<file path="src/sv/cia_pkg.sv">
package cia_pkg;

  localparam int RES_W = 33;

  typedef enum logic [1:0] {
    CMD_ADD,
    CMD_SUB,
    CMD_MUL,
    CMD_DIV
  } cia_cmd_t;

  typedef struct packed {
    logic             is_div;
    logic             dz;
    logic             neg_re;
    logic             neg_im;
    logic [RES_W-1:0] res_re;
    logic [RES_W-1:0] res_im;
  } cia_ctl_t;

endpackage

</file>
<file path="src/sv/cia_front.sv">
module cia_front import cia_pkg::*; #(
  parameter int W = 16
) (
  input  logic                clk,
  input  logic                rst_n,
  input  logic                en,
  input  logic                in_valid,
  input  logic [1:0]          command,
  input  logic signed [W-1:0] a_real,
  input  logic signed [W-1:0] a_imag,
  input  logic signed [W-1:0] b_real,
  input  logic signed [W-1:0] b_imag,
  output logic                v_o,
  output cia_ctl_t            ctl_o,
  output logic [2*W-1:0]      mag_re_o,
  output logic [2*W-1:0]      mag_im_o,
  output logic [2*W-1:0]      den_o
);

  localparam int P_W   = 2 * W;
  localparam int S_W   = 2 * W + 1;
  localparam int EXT_W = 2 * W + RES_W;

  logic                  v1_r;
  cia_cmd_t              cmd1_r;
  logic                  dz1_r;
  logic signed [P_W-1:0] prr_r, pii_r, pri_r, pir_r, sqr_r, sqi_r;
  logic signed [W:0]     sre_r, sim_r;

  logic                  v2_r;
  cia_ctl_t              ctl2_r, ctl2_nxt;
  logic [P_W-1:0]        mre2_r, mim2_r, den2_r;
  logic [P_W-1:0]        mre2_nxt, mim2_nxt, den2_nxt;

  logic signed [S_W-1:0]   num_re, num_im, mul_re, mul_im, abs_re, abs_im;
  logic signed [EXT_W-1:0] ext_re, ext_im;

  always_ff @(posedge clk) begin
    if (!rst_n) begin
      v1_r <= 1'b0;
      v2_r <= 1'b0;
    end else if (en) begin
      v1_r <= in_valid;
      v2_r <= v1_r;
    end
  end

  always_ff @(posedge clk) begin
    if (en) begin
      cmd1_r <= cia_cmd_t'(command);
      dz1_r  <= (b_real == '0) && (b_imag == '0);
      prr_r  <= P_W'(a_real) * P_W'(b_real);
      pii_r  <= P_W'(a_imag) * P_W'(b_imag);
      pri_r  <= P_W'(a_real) * P_W'(b_imag);
      pir_r  <= P_W'(a_imag) * P_W'(b_real);
      sqr_r  <= P_W'(b_real) * P_W'(b_real);
      sqi_r  <= P_W'(b_imag) * P_W'(b_imag);
      if (cia_cmd_t'(command) == CMD_SUB) begin
        sre_r <= {a_real[W-1], a_real} - {b_real[W-1], b_real};
        sim_r <= {a_imag[W-1], a_imag} - {b_imag[W-1], b_imag};
      end else begin
        sre_r <= {a_real[W-1], a_real} + {b_real[W-1], b_real};
        sim_r <= {a_imag[W-1], a_imag} + {b_imag[W-1], b_imag};
      end
      ctl2_r <= ctl2_nxt;
      mre2_r <= mre2_nxt;
      mim2_r <= mim2_nxt;
      den2_r <= den2_nxt;
    end
  end

  always_comb begin
    num_re   = S_W'(prr_r) + S_W'(pii_r);
    num_im   = S_W'(pir_r) - S_W'(pri_r);
    mul_re   = S_W'(prr_r) - S_W'(pii_r);
    mul_im   = S_W'(pri_r) + S_W'(pir_r);
    abs_re   = num_re[S_W-1] ? -num_re : num_re;
    abs_im   = num_im[S_W-1] ? -num_im : num_im;
    mre2_nxt = abs_re[P_W-1:0];
    mim2_nxt = abs_im[P_W-1:0];
    den2_nxt = sqr_r[P_W-1:0] + sqi_r[P_W-1:0];
    ext_re   = '0;
    ext_im   = '0;
    case (cmd1_r)
      CMD_ADD, CMD_SUB: begin
        ext_re = EXT_W'(sre_r);
        ext_im = EXT_W'(sim_r);
      end
      CMD_MUL: begin
        ext_re = EXT_W'(mul_re);
        ext_im = EXT_W'(mul_im);
      end
      default: begin
        ext_re = '0;
        ext_im = '0;
      end
    endcase
    ctl2_nxt.is_div = (cmd1_r == CMD_DIV);
    ctl2_nxt.dz     = (cmd1_r == CMD_DIV) && dz1_r;
    ctl2_nxt.neg_re = num_re[S_W-1];
    ctl2_nxt.neg_im = num_im[S_W-1];
    ctl2_nxt.res_re = ext_re[RES_W-1:0];
    ctl2_nxt.res_im = ext_im[RES_W-1:0];
  end

  assign v_o      = v2_r;
  assign ctl_o    = ctl2_r;
  assign mag_re_o = mre2_r;
  assign mag_im_o = mim2_r;
  assign den_o    = den2_r;

endmodule

</file>
<file path="config.mk">
export PLATFORM = sky130hd
export DESIGN_NAME = cia_front
export DESIGN_NICKNAME = d
export VERILOG_FILES = /design/src/sv/cia_pkg.sv /design/src/sv/cia_front.sv
export SDC_FILE = /design/constraint.sdc
export NUM_CORES = 2
export LEC_CHECK = 0
export BUFFER_PORTS_ARGS = -buffer_cell sky130_fd_sc_hd__buf_2
export CAP_MARGIN = 30
export CORE_MARGIN = 1
export CORE_UTILIZATION = 44
export DETAILED_ROUTE_END_ITERATION = 10
export PLACE_DENSITY_LB_ADDON = 0.12
export SYNTH_ARGS = -nofsm -noshare
export SYNTH_HDL_FRONTEND = slang
export SYNTH_SLANG_ARGS = --single-unit
</file>
<file path="constraint.sdc">
create_clock -name clk -period 20.4 [get_ports clk]
set_input_delay 2.04 -clock clk [delete_from_list [all_inputs] [get_ports clk]]
set_output_delay 2.04 -clock clk [all_outputs]
set_load 0.005 [all_outputs]
</file>
==> Yosys cells after proc, flatten, opt, wreduce, memory -nomap -nowiden <==
Index checks and enable logic that the tools add are counted.
{ "word_totals": {"input_bits": 70, "output_inout_bits": 167, "reg_bits": 397, "word_cells": 54} }
{ "classes": {"muxes": 6, "add_sub_neg": 11, "multipliers": 6, "n_eq_ne": 4, "n_reduce_logical": 6} }
{ "op_table": {"columns": ["operator", "count"], "rows": [
  ["$mul A16 B16 Y32", 6],
  ["$pmux W33 S2", 2],
  ["$add A32 B32 Y33", 2],
  ["$sub A32 B32 Y33", 2],
  ["$mux W32", 2],
  ["$neg A32 Y32", 2],
  ["$add A16 B16 Y17", 2],
  ["$mux W17", 2],
  ["$sub A16 B16 Y17", 2],
  ["$add A32 B32 Y32", 1],
  ["$logic_not A16 Y1", 2],
  ["$eq A2 B1 Y1 const B", 2],
  ["$eq A2 B2 Y1 const B", 2],
  ["$logic_and A1 B1 Y1", 2],
  ["$logic_not A2 Y1", 1],
  ["$reduce_or A2 Y1", 1]
]} }

==> Longest topological paths before layout <==
{ "depth": {"ltp_word": 3, "depth_mapped": 27} }

==> Least setup slack after synthesis <==
OpenSTA, ideal clock, no wires.
{ "synth_path": {"path_type": "input -> register", "startpoint": "input port b_real[2]", "endpoint": "register pir_r[30], data pin", "arrival_time_ps": 8331, "path_stages": 24, "slack_ps": 11806, "path_buffers": 3, "setup_time_ps": 264, "cell_sequence": "clkbuf_1 clkbuf_1 clkbuf_1 nand2_1 fa_1 fa_1 fa_1 inv_1 fa_1 fa_1 inv_1 fa_1 inv_1 ha_1 a21o_1 a21o_1 a21o_1 or3_1 a211oi_1 nor3_1 o31ai_1 o21ai_0 a221oi_1 xnor2_1"} }
{ "synth_between": {"elab_chain_len": 1} }
{ "synth_lines": {"columns": ["element", "line", "source"], "rows": [
  ["start, declared", "cia_front.sv:11", "input logic signed [W-1:0] b_real,"],
  ["$mul A16 B16 Y32", "cia_front.sv:55", "pir_r <= P_W'(a_imag) * P_W'(b_real);"],
  ["end signal, assigned", "cia_front.sv:55", null],
  ["end, declared", "cia_front.sv:27", "logic signed [P_W-1:0] prr_r, pii_r, pri_r, pir_r, sqr_r, sqi_r;"]
]} }
No other way between the ends.
A chain may end at the register's enable or synchronous reset.

==> Worst setup path after layout <==
{ "layout_path": {"startpoint": "input port b_imag[1]", "endpoint": "register sqi_r[31], data pin"} }
{ "layout_between": {"elab_chain_len": 1} }
{ "layout_lines": {"columns": ["element", "line", "source"], "rows": [
  ["start, declared", "cia_front.sv:12", "input logic signed [W-1:0] b_imag,"],
  ["$mul A16 B16 Y32", "cia_front.sv:57", "sqi_r <= P_W'(b_imag) * P_W'(b_imag);"],
  ["end signal, assigned", "cia_front.sv:57", null],
  ["end, declared", "cia_front.sv:27", null]
]} }
No other way between the ends.

==> impl_metrics.toml <==
[yosys]
ys.flop_type = "edfxtp_1"
ys_async_sr_fraction = 0
yosysWarnings = 0
netlist.top_cell.by_area = "fa_1"
synth.most_common_cell = "inv_1"
synth_area_leaders = "fa_1 (38%), edfxtp_1 (15%), ha_1 (11%), inv_1 (9.1%), and2_1 (4.0%)"
syn_area_per_cell_sq_um = 9.53
synth_common_cells = "inv_1 (1949), fa_1 (1520), nand2_1 (764)"
synth_edf_count = 393
synth-seq-cells = 395
ys_seq_area_frac = 0.147
synth_top_area_frac = 0.377
synth_area_sq_um = 80800
synthCells = 8476
synth_cell_types = 107
synthesis.nets = 10800

[global_route]
grt_use_total = 0.250
grt_overflow_total = 0
antenna_found_initial = 20
grt_pass1_vias = 61700
grt_pass1_wl_um = 358000
grt_max_degree = 92

[drt]
ant_nets = 0
drc = 0
wire_per_inst_um = 20.5
vias = 56900
viasPerCell = 5.21
postRouteWirelength_um = 223000
firstDrtPassIters = 5
drt_iter0_drc = 3323

[timing]
finalHoldViolCount = 0
post-route-period-util = 0.447
min_period_ns = 9.12
fmax_mhz = 110
rsz0062_at_grt = "false"
final-max-slew-violation-count = 0
relSlewSlack = 0.227
skew_ns = 0.0327
tightest_slew_ns = 1.15
setup_tns_ns = 0
setup_viol = 0

[critical_path]
critPathLaunchType = "input port"
endpoint_kind = "flop"
reg2reg_slack_ns = 15.52
crit_required_ns = 20.80
critPathMostFrequentCell = "fa_1"
crit_slowest_cell = "clkinv_1"
worstPathMaxFanout = 50
cpPeakStageDelay_ns = 0.81
critPathKind = "input port to flop"
arrival_ns = 9.52

[layout]
fin_util = 0.473
fin_nets = 10800
drive_gt1_frac = 0.0558
areaGrowthSynthToFinish_pct = 6.32

[placed_design]
gp_congestion = 0.878
hpwl_um = 174000
port_buffers = 236

[run_status]
outcome = "complete, no violations"

[clocking]
insertion_delay_ns = 0.70
holdBufCountCts = 0
postCtsSetupRepairBufs = 0
htree_levels = 2
root_buffer = "clkbuf_16"
cts_resized = 0
numCtsBuffers = 51
cts_tree = "done"
cts.sinks = 395
clock_path_buffers = 3
clk_pin_slew_ns = 0.06

[die]
start_util = 0.445
ios = 237
die-width_um = 431
die_area_sq_um = 185000
die_h_um = 431
core_sq_um = 182000
rows = 156

[worst_hold_path]
hold_path_class = "flop to flop"

[job]
cap_violations = 0
final timing paths:
path / start / endpoint / cells after the start
setup / recovery: b_imag[1] / sqi_r[31] / 25
hold / removal: v_o / v_o / 2
setup reg to reg: pri_r[9] / mag_im_o[31] / 13
hold reg to reg: v_o / v_o / 2
worst max-delay path: cells and delay by family:
kind	cells	cell delay, ns
AND/OR/NAND/NOR	4	0.87
adder cells (fa/ha/maj)	7	3.13
XOR/XNOR	1	0.08
AO/OA/AOI/OAI	6	1.72
buffers and inverters	7	1.67
area by class of cell:
class                   count  area [sq um]
fillers                 17400         95600
multi-input cells        5771         60200
flip-flops and latches    395         11800
inverters                1964          7370
well taps                2370          2970
repair buffers            316          1820
clock buffers              62          1340
clock inverters            33           304
diodes                      7          17.5
cells by family after synthesis:
family	count (synthesis)	share of synthesized area
buffers and inverters	2310	0.108
XOR/XNOR	462	0.0503
AO/OA/AOI/OAI	918	0.0773
AND/OR/NAND/NOR	2145	0.129
flip-flops	395	0.147
adder cells (fa/ha/maj)	2232	0.487
multiplexers	14	0.00175
per-layer routing:
layer,track usage,vias up,wire length [um]
li1,-,26100,-
met3,0.0308,312,11200
met4,0.0798,14,7820
met1,0.337,29000,98300
met5,0,-,89
met2,0.417,1413,106000
cells in the final DEF, fill, tap and decap left out, types with 21 or more instances in the layout:
cell	netlist	routed
and3_1	37	37
o21ai_0	152	152
and2_1	523	523
buf_4	2	78
o21a_1	39	39
clkbuf_16	0	52
nand2_1	764	764
nand3_1	65	65
nor2_1	402	401
nor3_1	101	101
o31ai_1	27	27
fa_1	1520	1520
or3_1	31	31
nor4_1	23	23
inv_1	1949	1949
xor2_1	100	100
buf_2	17	235
a22o_1	24	24
a21oi_1	250	250
ha_1	712	712
xnor2_1	361	361
a31oi_1	29	29
o21bai_1	49	49
nand2b_1	59	59
a21o_1	116	116
edfxtp_1	393	393
a211oi_1	21	21
nor2b_1	46	45
or2_2	22	22
per-stage QoR:
stage / cells / area, sq um / setup slack, ns / hold WS (ns)
after global routing: 10900 / 85900 / 11.02 / 0.554
after detailed placement: 10800 / 84200 / 10.66 / 0.516
after floorplan: 8476 / 80800 / 11.81 / 0.482
final: 10900 / 85900 / 11.28 / 0.526
after CTS: 10900 / 85800 / 11.39 / 0.533
after global placement: 10800 / 84200 / 10.77 / 0.492
registers in the layout, summed over array words and instances (netlist names):
| name | count |
|---|---|
| ctl_o | 70 |
| den_o | 32 |
| mag_im_o | 32 |
| mag_re_o | 32 |
| pii_r | 32 |
| pir_r | 32 |
| pri_r | 32 |
| prr_r | 32 |
| sqi_r | 31 |
| sqr_r | 31 |
| sim_r | 17 |
| sre_r | 17 |
| cmd1_r | 2 |
| dz1_r | 1 |
| v1_r | 1 |
| v_o | 1 |
Power is left out: the tool's default activity adds up to more than one toggle a clock period on the data nets, which glitch-free logic cannot reach.
